## config.mk

```make
export PLATFORM = sky130hd
export DESIGN_NAME = luma_psnr_per_frame_core
export DESIGN_NICKNAME = d
export VERILOG_FILES = /design/src/rtl/core/lpsnr_pkg.sv /design/src/rtl/core/lpsnr_accum.sv /design/src/rtl/core/lpsnr_ctrl.sv /design/src/rtl/core/lpsnr_logdp.sv /design/src/rtl/core/luma_psnr_per_frame_core.sv
export SDC_FILE = /design/constraint.sdc
export NUM_CORES = 2
export LEC_CHECK = 0
export ABC_AREA = 1
export BUFFER_PORTS_ARGS = -buffer_cell sky130_fd_sc_hd__buf_2
export CORE_MARGIN = 1.5
export CORE_UTILIZATION = 45
export CTS_BUF_LIST = sky130_fd_sc_hd__clkbuf_2
export DETAILED_ROUTE_END_ITERATION = 7
export SYNTH_ARGS = -nofsm -noshare
export SYNTH_HDL_FRONTEND = slang
export SYNTH_SLANG_ARGS = --single-unit
```

## constraint.sdc

```tcl
create_clock -name clk -period 9.1 [get_ports clk]
set_input_delay 0 -clock clk [delete_from_list [all_inputs] [get_ports clk]]
set_output_delay 0 -clock clk [all_outputs]
set_load 0.1 [all_outputs]
```

## src/rtl/core/lpsnr_pkg.sv

```systemverilog
// Shared types, constants and controller codes for the luma PSNR meter.
`default_nettype none
package lpsnr_pkg;

	localparam int unsigned MAX_PIXELS_LOG2 = 24;
	localparam int unsigned LOG_FRAC_BITS   = 8;
	localparam int unsigned LG_FRAC         = 20;
	localparam int unsigned SSE_W           = 40;
	localparam int unsigned CNT_W           = 25;
	localparam int unsigned IDX_W           = 16;
	localparam int unsigned PSNR_W          = 15;
	localparam int unsigned POS_W           = 6;
	localparam int unsigned LG_W            = POS_W + LG_FRAC;
	localparam int unsigned MANT_W          = 31;
	localparam int unsigned IT_W            = 5;
	localparam int unsigned PROD_W          = 2 * LG_W;

	localparam logic [CNT_W-1:0]  PIXEL_COUNT_RST = CNT_W'(307200);
	localparam logic [CNT_W-1:0]  SIZE_MAX        = CNT_W'(1) << MAX_PIXELS_LOG2;
	localparam logic [15:0]       PEAK_SQ         = 16'd65025;
	localparam logic [CNT_W-1:0]  SAT_SCALE       = CNT_W'(1000000);
	localparam logic [LG_W-1:0]   TEN_LOG10_2_Q24 = LG_W'(50504453);
	localparam logic [PSNR_W-1:0] PSNR_SAT        = PSNR_W'(100 << LOG_FRAC_BITS);
	localparam int unsigned       RND_SHIFT       = 44 - LOG_FRAC_BITS;
	localparam logic [PROD_W:0]   RND_HALF        = (PROD_W+1)'(1) << (RND_SHIFT - 1);
	localparam logic [POS_W-1:0]  TOP_POS         = POS_W'(SSE_W - 1);
	localparam logic [IT_W-1:0]   IT_LAST         = IT_W'(LG_FRAC - 1);

	// register byte addresses, word index in paddr[2]
	localparam logic REG_PIXEL_COUNT = 1'b0;

	typedef struct packed {
		logic [7:0] ref_luma;
		logic [7:0] test_luma;
	} in_item_t;

	typedef struct packed {
		logic [PSNR_W-1:0] psnr_q8;
		logic [SSE_W-1:0]  frame_sse;
		logic [IDX_W-1:0]  frame_index;
	} out_item_t;

	typedef enum logic [3:0] {
		ST_IDLE, ST_MULA, ST_NORM_A, ST_ITER_A, ST_LOADB, ST_NORM_B,
		ST_ITER_B, ST_DIFF, ST_SCALE, ST_FIN, ST_DONE
	} lpsnr_state_t;

	typedef enum logic [3:0] {
		OP_NONE, OP_LOAD, OP_LOADA, OP_NORM, OP_SETM, OP_ITER,
		OP_LOADB, OP_DIFF, OP_SCALE, OP_FIN
	} lpsnr_op_t;

	typedef struct packed {
		lpsnr_op_t op;
		logic      busy;
		logic      done;
	} lpsnr_cmd_t;

	typedef struct packed {
		logic x_top;
		logic it_last;
		logic sat;
	} lpsnr_stat_t;

endpackage
`default_nettype wire

```

## src/rtl/core/lpsnr_accum.sv

```systemverilog
// Per-pixel squared-error accumulator, pixel and frame counters.
`default_nettype none
module lpsnr_accum (
	input  wire logic                          clk,
	input  wire logic                          arst_n,
	input  wire logic                          accept,
	input  wire lpsnr_pkg::in_item_t           item,
	input  wire logic [lpsnr_pkg::CNT_W-1:0]   pixel_count,
	output logic                               frame_end,
	output logic [lpsnr_pkg::SSE_W-1:0]        sse_out,
	output logic [lpsnr_pkg::CNT_W-1:0]        n_out,
	output logic [lpsnr_pkg::IDX_W-1:0]        idx_out
);
	import lpsnr_pkg::*;

	logic [SSE_W-1:0] sse_q;
	logic [CNT_W-1:0] cnt_q;
	logic [IDX_W-1:0] frame_q;
	logic signed [8:0] diff;
	logic [16:0]      sq;
	logic [SSE_W:0]   sum;
	logic [CNT_W-1:0] size;

	always_comb begin
		diff = $signed({1'b0, item.ref_luma}) - $signed({1'b0, item.test_luma});
		sq   = 17'(diff * diff);
		sum  = {1'b0, sse_q} + (SSE_W+1)'(sq);
		sse_out = sum[SSE_W] ? {SSE_W{1'b1}} : sum[SSE_W-1:0];
		if (pixel_count == '0) begin
			size = CNT_W'(1);
		end else if (pixel_count > SIZE_MAX) begin
			size = SIZE_MAX;
		end else begin
			size = pixel_count;
		end
		n_out     = cnt_q + CNT_W'(1);
		frame_end = (n_out >= size);
		idx_out   = frame_q;
	end

	always_ff @(posedge clk or negedge arst_n) begin
		if (!arst_n) begin
			sse_q   <= '0;
			cnt_q   <= '0;
			frame_q <= '0;
		end else if (accept) begin
			if (frame_end) begin
				sse_q   <= '0;
				cnt_q   <= '0;
				frame_q <= frame_q + IDX_W'(1);
			end else begin
				sse_q <= sse_out;
				cnt_q <= n_out;
			end
		end
	end

endmodule
`default_nettype wire

```

## src/rtl/core/lpsnr_ctrl.sv

```systemverilog
// Sequencer for the frame-end log2 / PSNR computation.
`default_nettype none
module lpsnr_ctrl (
	input  wire logic                  clk,
	input  wire logic                  arst_n,
	input  wire logic                  start,
	input  wire logic                  take,
	input  wire lpsnr_pkg::lpsnr_stat_t stat,
	output lpsnr_pkg::lpsnr_cmd_t      cmd
);
	import lpsnr_pkg::*;

	lpsnr_state_t state_q, state_nxt;

	always_ff @(posedge clk or negedge arst_n) begin
		if (!arst_n) begin
			state_q <= ST_IDLE;
		end else begin
			state_q <= state_nxt;
		end
	end

	always_comb begin
		state_nxt = state_q;
		unique case (state_q)
			ST_IDLE:   if (start) state_nxt = ST_MULA;
			ST_MULA:   state_nxt = ST_NORM_A;
			ST_NORM_A: begin
				if (stat.sat) state_nxt = ST_FIN;
				else if (stat.x_top) state_nxt = ST_ITER_A;
			end
			ST_ITER_A: if (stat.it_last) state_nxt = ST_LOADB;
			ST_LOADB:  state_nxt = ST_NORM_B;
			ST_NORM_B: if (stat.x_top) state_nxt = ST_ITER_B;
			ST_ITER_B: if (stat.it_last) state_nxt = ST_DIFF;
			ST_DIFF:   state_nxt = ST_SCALE;
			ST_SCALE:  state_nxt = ST_FIN;
			ST_FIN:    state_nxt = ST_DONE;
			ST_DONE:   if (take) state_nxt = ST_IDLE;
			default:   state_nxt = ST_IDLE;
		endcase
	end

	always_comb begin
		cmd.op   = OP_NONE;
		cmd.busy = (state_q != ST_IDLE);
		cmd.done = (state_q == ST_DONE);
		unique case (state_q)
			ST_IDLE:   if (start) cmd.op = OP_LOAD;
			ST_MULA:   cmd.op = OP_LOADA;
			ST_NORM_A: begin
				if (stat.sat) cmd.op = OP_NONE;
				else if (stat.x_top) cmd.op = OP_SETM;
				else cmd.op = OP_NORM;
			end
			ST_ITER_A: cmd.op = OP_ITER;
			ST_LOADB:  cmd.op = OP_LOADB;
			ST_NORM_B: cmd.op = stat.x_top ? OP_SETM : OP_NORM;
			ST_ITER_B: cmd.op = OP_ITER;
			ST_DIFF:   cmd.op = OP_DIFF;
			ST_SCALE:  cmd.op = OP_SCALE;
			ST_FIN:    cmd.op = OP_FIN;
			ST_DONE:   cmd.op = OP_NONE;
			default:   cmd.op = OP_NONE;
		endcase
	end

endmodule
`default_nettype wire

```

## src/rtl/core/lpsnr_logdp.sv

```systemverilog
// Datapath for the frame-end PSNR: normalize, square-and-halve log2, scale.
`default_nettype none
module lpsnr_logdp (
	input  wire logic                        clk,
	input  wire lpsnr_pkg::lpsnr_cmd_t       cmd,
	input  wire logic [lpsnr_pkg::SSE_W-1:0] sse_in,
	input  wire logic [lpsnr_pkg::CNT_W-1:0] n_in,
	input  wire logic [lpsnr_pkg::IDX_W-1:0] idx_in,
	output lpsnr_pkg::lpsnr_stat_t           stat,
	output lpsnr_pkg::out_item_t             result
);
	import lpsnr_pkg::*;

	logic [SSE_W-1:0]   sse_q;
	logic [CNT_W-1:0]   n_q;
	logic [IDX_W-1:0]   idx_q;
	logic               sat_q;
	logic [SSE_W-1:0]   x_q;
	logic [POS_W-1:0]   p_q;
	logic [MANT_W-1:0]  m_q;
	logic [LG_FRAC-1:0] frac_q;
	logic [IT_W-1:0]    it_q;
	logic [LG_W-1:0]    la_q;
	logic [LG_W-1:0]    d_q;
	logic [PROD_W-1:0]  prod_q;
	logic [PSNR_W-1:0]  psnr_q;

	logic [2*MANT_W-1:0] msq;
	logic [MANT_W:0]     mt;
	logic [CNT_W-1:0]    small_sse;
	logic [LG_W-1:0]     lb;
	logic [PROD_W:0]     rnd;
	logic [PROD_W-RND_SHIFT:0] q;

	always_comb begin
		msq       = (2*MANT_W)'(m_q) * (2*MANT_W)'(m_q);
		mt        = msq[2*MANT_W-1:MANT_W-1];
		small_sse = CNT_W'(sse_q[4:0]) * SAT_SCALE;
		lb        = {p_q, frac_q};
		rnd       = {1'b0, prod_q} + RND_HALF;
		q         = rnd[PROD_W:RND_SHIFT];
	end

	always_ff @(posedge clk) begin
		case (cmd.op)
			OP_LOAD: begin
				sse_q <= sse_in;
				n_q   <= n_in;
				idx_q <= idx_in;
			end
			OP_LOADA: begin
				x_q   <= SSE_W'(n_q) * SSE_W'(PEAK_SQ);
				p_q   <= TOP_POS;
				// mean squared error below 1e-6: sse*1e6 < n, only possible for sse < 17
				sat_q <= (sse_q[SSE_W-1:5] == '0) && (small_sse < n_q);
			end
			OP_NORM: begin
				x_q <= {x_q[SSE_W-2:0], 1'b0};
				p_q <= p_q - POS_W'(1);
			end
			OP_SETM: begin
				m_q    <= x_q[SSE_W-1:SSE_W-MANT_W];
				frac_q <= '0;
				it_q   <= '0;
			end
			OP_ITER: begin
				frac_q <= {frac_q[LG_FRAC-2:0], mt[MANT_W]};
				m_q    <= mt[MANT_W] ? mt[MANT_W:1] : mt[MANT_W-1:0];
				it_q   <= it_q + IT_W'(1);
			end
			OP_LOADB: begin
				la_q <= {p_q, frac_q};
				x_q  <= sse_q;
				p_q  <= TOP_POS;
			end
			OP_DIFF:  d_q <= (la_q > lb) ? la_q - lb : '0;
			OP_SCALE: prod_q <= PROD_W'(d_q) * PROD_W'(TEN_LOG10_2_Q24);
			OP_FIN: begin
				if (sat_q || q > (PROD_W-RND_SHIFT+1)'(PSNR_SAT)) begin
					psnr_q <= PSNR_SAT;
				end else begin
					psnr_q <= q[PSNR_W-1:0];
				end
			end
			default: ;
		endcase
	end

	always_comb begin
		stat.x_top   = x_q[SSE_W-1];
		stat.it_last = (it_q == IT_LAST);
		stat.sat     = sat_q;
		result.psnr_q8     = psnr_q;
		result.frame_sse   = sse_q;
		result.frame_index = idx_q;
	end

endmodule
`default_nettype wire

```

## src/rtl/core/luma_psnr_per_frame_core.sv

```systemverilog
// Top level of the per-frame luma PSNR meter.
//
//  channel | direction | handshake            | payload
//  --------+-----------+----------------------+--------------------------------
//  in      | input     | in_valid / in_stall  | in_item  (ref_luma, test_luma)
//  out     | output    | out_valid / out_stall| out_item (psnr_q8, frame_sse, frame_index)
//  cfg     | input     | APB psel/penable     | pixel_count at byte address 0
//
// Pixels are taken one per cycle while no frame is in the log engine. The
// item that closes a frame starts the log engine, and in_stall stays high
// until its result moves to the output register: a setup state that forms
// 65025*N, normalize (up to 24 shifts for 65025*N, up to 39 for SSE, one bit
// per cycle, then a mantissa load each), 20 squaring steps per operand on the
// shared 31x31 multiplier, then subtract, scale, round and hand-off. A
// near-zero-error frame skips the logs and takes the saturated value.
// The output register frees the engine while a result waits on out_stall.
// Reset clears counters, sum, controller and output valid; pixel_count
// returns to 307200.
`default_nettype none
module luma_psnr_per_frame_core (
	input  wire logic                 clk,
	input  wire logic                 arst_n,
	input  wire logic                 in_valid,
	output logic                      in_stall,
	input  wire lpsnr_pkg::in_item_t  in_item,
	output logic                      out_valid,
	input  wire logic                 out_stall,
	output lpsnr_pkg::out_item_t      out_item,
	input  wire logic                 psel,
	input  wire logic                 penable,
	input  wire logic                 pwrite,
	input  wire logic [2:0]           paddr,
	input  wire logic [31:0]          pwdata,
	output logic [31:0]               prdata,
	output logic                      pready
);
	import lpsnr_pkg::*;

	logic [CNT_W-1:0] pixel_count_q;
	logic             in_acc;
	logic             frame_end;
	logic [SSE_W-1:0] acc_sse;
	logic [CNT_W-1:0] acc_n;
	logic [IDX_W-1:0] acc_idx;
	logic             take;
	logic             out_valid_q;
	out_item_t        out_item_q;
	lpsnr_cmd_t       cmd;
	lpsnr_stat_t      stat;
	out_item_t        dp_result;

	// config port: writes decode on word index only
	assign pready = 1'b1;
	always_ff @(posedge clk or negedge arst_n) begin
		if (!arst_n) begin
			pixel_count_q <= PIXEL_COUNT_RST;
		end else if (psel && penable && pwrite && paddr[2] == REG_PIXEL_COUNT) begin
			pixel_count_q <= pwdata[CNT_W-1:0];
		end
	end
	assign prdata = (paddr[2] == REG_PIXEL_COUNT) ? 32'(pixel_count_q) : '0;

	// input side: stall while the log engine holds a frame
	assign in_stall = cmd.busy;
	assign in_acc   = in_valid && !cmd.busy;

	lpsnr_accum u_accum (
		.clk         (clk),
		.arst_n      (arst_n),
		.accept      (in_acc),
		.item        (in_item),
		.pixel_count (pixel_count_q),
		.frame_end   (frame_end),
		.sse_out     (acc_sse),
		.n_out       (acc_n),
		.idx_out     (acc_idx)
	);

	lpsnr_ctrl u_ctrl (
		.clk    (clk),
		.arst_n (arst_n),
		.start  (in_acc && frame_end),
		.take   (take),
		.stat   (stat),
		.cmd    (cmd)
	);

	lpsnr_logdp u_logdp (
		.clk    (clk),
		.cmd    (cmd),
		.sse_in (acc_sse),
		.n_in   (acc_n),
		.idx_in (acc_idx),
		.stat   (stat),
		.result (dp_result)
	);

	// output register
	assign take = cmd.done && (!out_valid_q || !out_stall);
	always_ff @(posedge clk or negedge arst_n) begin
		if (!arst_n) begin
			out_valid_q <= 1'b0;
		end else if (take) begin
			out_valid_q <= 1'b1;
		end else if (!out_stall) begin
			out_valid_q <= 1'b0;
		end
	end
	always_ff @(posedge clk) begin
		if (take) begin
			out_item_q <= dp_result;
		end
	end
	assign out_valid = out_valid_q;
	assign out_item  = out_item_q;

	// no pixel is taken while a frame result is in flight
	a_no_accept_busy: assert property (@(posedge clk) disable iff (!arst_n)
		!(in_valid && !in_stall && cmd.busy))
		else $error("pixel accepted while log engine busy");

	// result never overwrites a pending one
	a_no_overwrite: assert property (@(posedge clk) disable iff (!arst_n)
		take |-> (!out_valid_q || !out_stall))
		else $error("output register overwritten");

	// PSNR stays within the saturation cap
	a_psnr_cap: assert property (@(posedge clk) disable iff (!arst_n)
		out_valid_q |-> (out_item_q.psnr_q8 <= PSNR_SAT))
		else $error("psnr above cap");

	// zero error gives the saturated value
	a_zero_sse: assert property (@(posedge clk) disable iff (!arst_n)
		(out_valid_q && out_item_q.frame_sse == '0) |-> (out_item_q.psnr_q8 == PSNR_SAT))
		else $error("zero sse not saturated");

endmodule
`default_nettype wire
```

* After elaboration in Yosys (flattened, before gate mapping) *
Cells that the tools add are included.

storage, ports and cells
  bits in registers = 485
  logic and storage cells = 117
  input bits = 58

operators by class
  multiply operators = 5
  muxes and demuxes = 26
  magnitude comparators = 5
  add/subtract/negate cells = 8
  reduce and logical (&&, ||, !) cells = 23
  equality and inequality tests = 27
  bitwise gates (word level) = 1

operators with widths
  kind                    count
  $pmux 40 s3             1
  $mux 25                 4
  $mux 40                 2
  $mul 31x31->62          1
  $pmux 31 s2             1
  $add 52x36->53 const B  1
  $mul 26x26->52 const B  1
  $pmux 4 s11             1
  $add 40x17->41          1
  $mul 25x16->40 const B  1
  $pmux 20 s2             1
  $pmux 4 s9              1
  $logic_not 35->1        1
  $eq 4x3->1 const B      8
  $mux 4                  8
  $mux 31                 1
  $gt 26x26->1            1
  $sub 26x26->26          1
  $add 25x1->25 const B   1
  $ge 25x25->1            1
  $gt 25x25->1 const B    1
  $logic_not 25->1        1
  $lt 25x25->1            1
  $eq 4x4->1 const B      5
  other kinds (28)        49

* Logic depth before layout (Yosys ltp) *
  depth after elaboration = 10
  gate-level depth with buffers = 48
  depth with buffers taken out = 47

* Cells and area by module *
From an unflattened synthesis, not the netlist that was laid out.

second synthesis, totals
  cell total of the unflattened synthesis = 8,388
  area total of the unflattened synthesis = 70,366.2 um^2

by module, submodules not included
  module                    area each (um^2)  cells each  times used  sequential area each (um^2)
  lpsnr_logdp               56,156.4          6,552       1           8,047.7
  lpsnr_accum               10,274.9          1,502       1           2,026.9
  luma_psnr_per_frame_core  3,498.4           253         1           2,787.7
  lpsnr_ctrl                436.7             81          1           100.1

* Worst setup path before layout *
No wires, ideal clock.

  path type = reg-to-reg
  start = register u_logdp.m_q[7]
  end = register u_logdp.m_q[1], data pin
  buffers on the path = 3
  slack = 2,080 ps
  period minus slack after synthesis = 7,020 ps
  arrival = 6,767 ps
  stages on the path, launching flop included = 31
  cells stage by stage = edfxtp_1 -> clkbuf_1 -> buf_1 -> nand2_1 -> inv_1 -> fa_1 -> fa_1 -> fa_1 -> inv_1 -> fa_1 -> inv_1 -> fa_1 -> fa_1 -> fa_1 -> inv_1 -> fa_1 -> inv_1 -> ha_1 -> nand2_1 -> nor2_1 -> nand2_1 -> nor2_2 -> and3b_1 -> nand2_1 -> nand2_1 -> nand2_1 -> nand2_2 -> buf_4 -> nand2_1 -> nand3_1 -> nand2_1

between the ends
  word-level cells in the longest chain between the ends = 3

ends and longest elaborated chain
  element                   line               RTL
  start: declaration        lpsnr_logdp.sv:20  logic [MANT_W-1:0] m_q;
  start signal: assignment  lpsnr_logdp.sv:62  m_q <= x_q[SSE_W-1:SSE_W-MANT_W];
  start signal: assignment  lpsnr_logdp.sv:68  m_q <= mt[MANT_W] ? mt[MANT_W:1] : mt[MANT_W-1:0];
  $mul 31x31->62            lpsnr_logdp.sv:36  msq = (2*MANT_W)'(m_q) * (2*MANT_W)'(m_q);
  $mux 31                   lpsnr_logdp.sv:68
  $pmux 31 s2               lpsnr_logdp.sv:45  case (cmd.op)

No other way between the ends.
A chain may end at the register's enable or synchronous reset.

* Worst setup path after layout *
  start = register u_logdp.m_q[16]
  end = register u_logdp.m_q[1], data pin

The elaborated chain is that of the path after synthesis.

==> summary.txt <==
Route
  • Avg WL per Cell: approximately 18 µm
  • Vias per Instance: slightly above 5
  • DR DRC count: 0
  • Via count: between 50k and 60k
  • Initial DRC count: 3371
  • DRT Pass-1 Iters: 6
  • Post-Route WL: between 150000 and 200000 µm
  • Post-DRT Antenna Nets: 0

Worst hold path
  • Hold Path Depth: 5
  • Hold Crit Start: out_stall
  • Hold Crit Class: input pin to register
  • Hold endpoint: u_ctrl.state_q[3]$_DFFE_PN0P_

Yosys
  • Post-synthesis mux area share: 0
  • Compound-Gate Fraction of Synth Area: 0.0518
  • Post-synthesis xor/xnor area fraction: 0.0215
  • Largest family of logic cells by synthesized area: adder cells
  • Syn Area/Cell: ~8.4 µm²
  • Simple-gate share of the synthesized area: 0.166
  • Seq cells post-synth: between 400 and 500
  • Post-Synth Adder-Cell Area: 0.446
  • Async S/R FF share, synth: 0.247
  • Post-synth EDFFs: 339
  • Synth unique cells: 64
  • Post-synthesis cell area: 69400 µm²
  • Seq/Total Area, Yosys: 0.187
  • Yosys warns: 0
  • Largest area contributor in the netlist: fa_1
  • Top post-synthesis cells by count: inv_1 (2159), nand2_1 (1804), fa_1 (1044)
  • Synth Flop Type: edfxtp_1
  • Yosys top cell area share: 0.301
  • Count leader, synth: inv_1
  • Largest cells by area after synthesis: fa_1 (30%), edfxtp_1 (15%), ha_1 (15%)
  • Mapped Cells: approximately 8k

GRT
  • Initial antenna violation count: 8
  • Overflow after GRT: 0
  • Met3 GRT Util: 0.0275
  • Pin count of the biggest net entering global routing: between 60 and 70
  • M2 GR Usage: 0.419
  • Met1 Use GR: 0.343
  • Total track usage: 0.249
  • Vias in the first global route: between 50k and 60k
  • GRT Max-Usage Layer: met2
  • First-pass GRT wire length: just over 300000 µm

Worst setup path
  • FF-to-FF setup slack: between 0.5 and 0.6 ns
  • Critical Path Sink Type: register
  • CP delay by family, top: adder cells
  • Buf/Inv on CP: 7
  • WP data arrival: roughly 9.5 ns
  • Critical Path RT: ~10 ns
  • Slowest cell on crit path: edfxtp_1
  • Crit Path Category: register to register
  • Worst reg2reg path startpoint: u_logdp.m_q[16]$_DFFE_PP_
  • Critical Path Most Common Cell: fa_1
  • CP Max Fanout: 24
  • CP startpoint kind: register
  • R2R depth: 28
  • Slowest stage delay, CP: between 1 and 1.5 ns
  • Worst reg2reg path endpoint: u_logdp.m_q[1]$_DFFE_PP_

Floorplan
  • Die H: a little under 400 µm
  • Core area: about 150000 µm²
  • Initial Utilization: 0.455
  • Number of core rows: 143
  • I/O pins: approximately 160
  • Width of the die: 396 µm
  • Die footprint: approximately 160000 µm²

CTS
  • Clock latency at the later pin of the worst-skew pair: around 1.4 ns
  • CTS Sinks: 450
  • Num CTS Buffers: 114
  • Clk buf depth: 3
  • TritonCTS clock tree: done
  • Postcts setup bufs: 0
  • Root Buffer: clkbuf_2
  • Clk slew on worst S/H paths: about 0.12 ns
  • H-tree depth: 3
  • Post-cts resize count: 0

Final layout
  • Final-layout fill cell count: between 10k and 15k
  • Cell area after layout: between 70000 and 80000 µm²
  • Area delta synth->final: 8.09%
  • Fin nets: around 10k
  • Share of cells above drive strength 1: 0.0583

Timing
  • Final period utilization: 0.934
  • Setup Skew: between 0.1 and 0.15 ns
  • Pins Over Slew Limit: 0
  • Worst-margin pin slew: 1.23 ns
  • Hold Fails Final Rpt: 0
  • Total negative slack: 0 ns
  • Count of final setup violators: 0
  • Fin crit period: about 8.5 ns
  • Slew HR: 0.182
  • RSZ-0062 raised after global routing: no
  • Top achievable clock speed: 118 MHz

Placement
  • Placed cell areas: around 73000 µm²
  • Final HPWL DP: roughly 160000 µm
  • Port Buffers: 146
  • GPL Wtd Cong: 0.950

Flow run
  • Max cap viols: 0

Run status
  • Status: completed
==> cells by family after synthesis <==
logic type / Yosys count
fa+ha+maj: 1849
buf+inv: 2336
compound gates: 638
other cells: 2
flops: 450
simple gates: 2797
xor+xnor: 169
==> metal layers <==
layer  part of all wire  vias to the layer above
met5            0.00014                        -
met4              0.021                        4
met3              0.054                      229
met2               0.48                     1394
met1               0.45                    26285
li1                   -                    25686
==> metrics by stage <==
stage	std cells	worst slack (ns)	utilization	hold WS, ns
finish	10664	0.598	0.492	0.234
global route	10664	0.184	0.492	0.181
CTS	10662	0.574	0.492	0.0276
detailed placement	10330	0.715	0.476	0.0512
global placement	10330	0.686	0.476	0.0582
floorplan	8247	2.08	-	-0.296
==> tightest hold or removal path, stage by stage <==
cell and delay (ns):
dlygate4sd3_1 0.55, buf_2 0.12, dlygate4sd3_1 0.60, nand2_1 0.12, o221ai_1 0.12
==> sequential cells by signal (all words and copies together) (netlist names) <==
| name | flops |
|---|---|
| u_logdp.x_q | 40 |
| u_accum.sse_q | 40 |
| out_item | 71 |
| u_logdp.psnr_q | 15 |
| u_logdp.la_q | 26 |
| pixel_count_q | 25 |
| u_logdp.it_q | 5 |
| u_ctrl.state_q | 4 |
| u_logdp.n_q | 25 |
| u_accum.cnt_q | 25 |
| u_logdp.m_q | 31 |
| u_logdp.frac_q | 20 |
| u_logdp.sat_q | 1 |
| u_logdp.sse_q | 40 |
| u_logdp.d_q | 26 |
| out_valid | 1 |
| u_logdp.prod_q | 17 |
| u_logdp.p_q | 6 |
| u_logdp.idx_q | 16 |
| u_accum.idx_out | 16 |
==> area by class of cell <==
type,instances,area (µm²),area share
Clock inverter,64,458,0.00610
Timing Repair Buffer,329,2470,0.0330
Clock buffer,153,766,0.0102
Sequential cell,450,13000,0.173
Multi-Input combinational cell,5461,47700,0.635
Antenna cell,2,5.00,0.0000667
Tap cell,2030,2540,0.0338
Inverter,2175,8170,0.109
==> placed cells by master (no fill, tap or decap), types with 39 or more instances in the layout <==
cell type,instances
dlygate4sd3_1,114
a21oi_1,274
nand2_1,1803
o21ai_0,164
buf_2,145
fa_1,1044
dfrtp_1,107
edfxtp_1,339
clkbuf_2,153
ha_1,805
clkinv_1,39
buf_4,64
or2_2,41
nor2_1,474
inv_1,2159
xor2_1,115
nand3_1,246
nand4_1,66
xnor2_1,52
nor3_1,70
==> timing repair <==
action / 4_1_cts / 5_1_grt
setup endpoints to repair: 0 / 0
hold buffers: 115 / 0
endpoints found under the hold margin: 282 / 0
==> worst max path at each step <==
stage / end / from / cells past startpoint / slack (ns)
floorplan: u_logdp.m_q[1]$_DFFE_PP_ / u_logdp.m_q[7]$_DFFE_PP_ / 30 / 2.08
global placement: u_logdp.m_q[19]$_DFFE_PP_ / u_logdp.m_q[16]$_DFFE_PP_ / 28 / 0.69
detailed placement: u_logdp.m_q[19]$_DFFE_PP_ / u_logdp.m_q[21]$_DFFE_PP_ / 29 / 0.71
CTS: u_logdp.m_q[1]$_DFFE_PP_ / u_logdp.m_q[21]$_DFFE_PP_ / 29 / 0.57
global route: u_logdp.m_q[6]$_DFFE_PP_ / u_logdp.m_q[16]$_DFFE_PP_ / 28 / 0.18
finish: u_logdp.m_q[1]$_DFFE_PP_ / u_logdp.m_q[16]$_DFFE_PP_ / 28 / 0.60
Power is left out: the tool's default activity adds up to more than one toggle a clock period on the data nets, which glitch-free logic cannot reach.
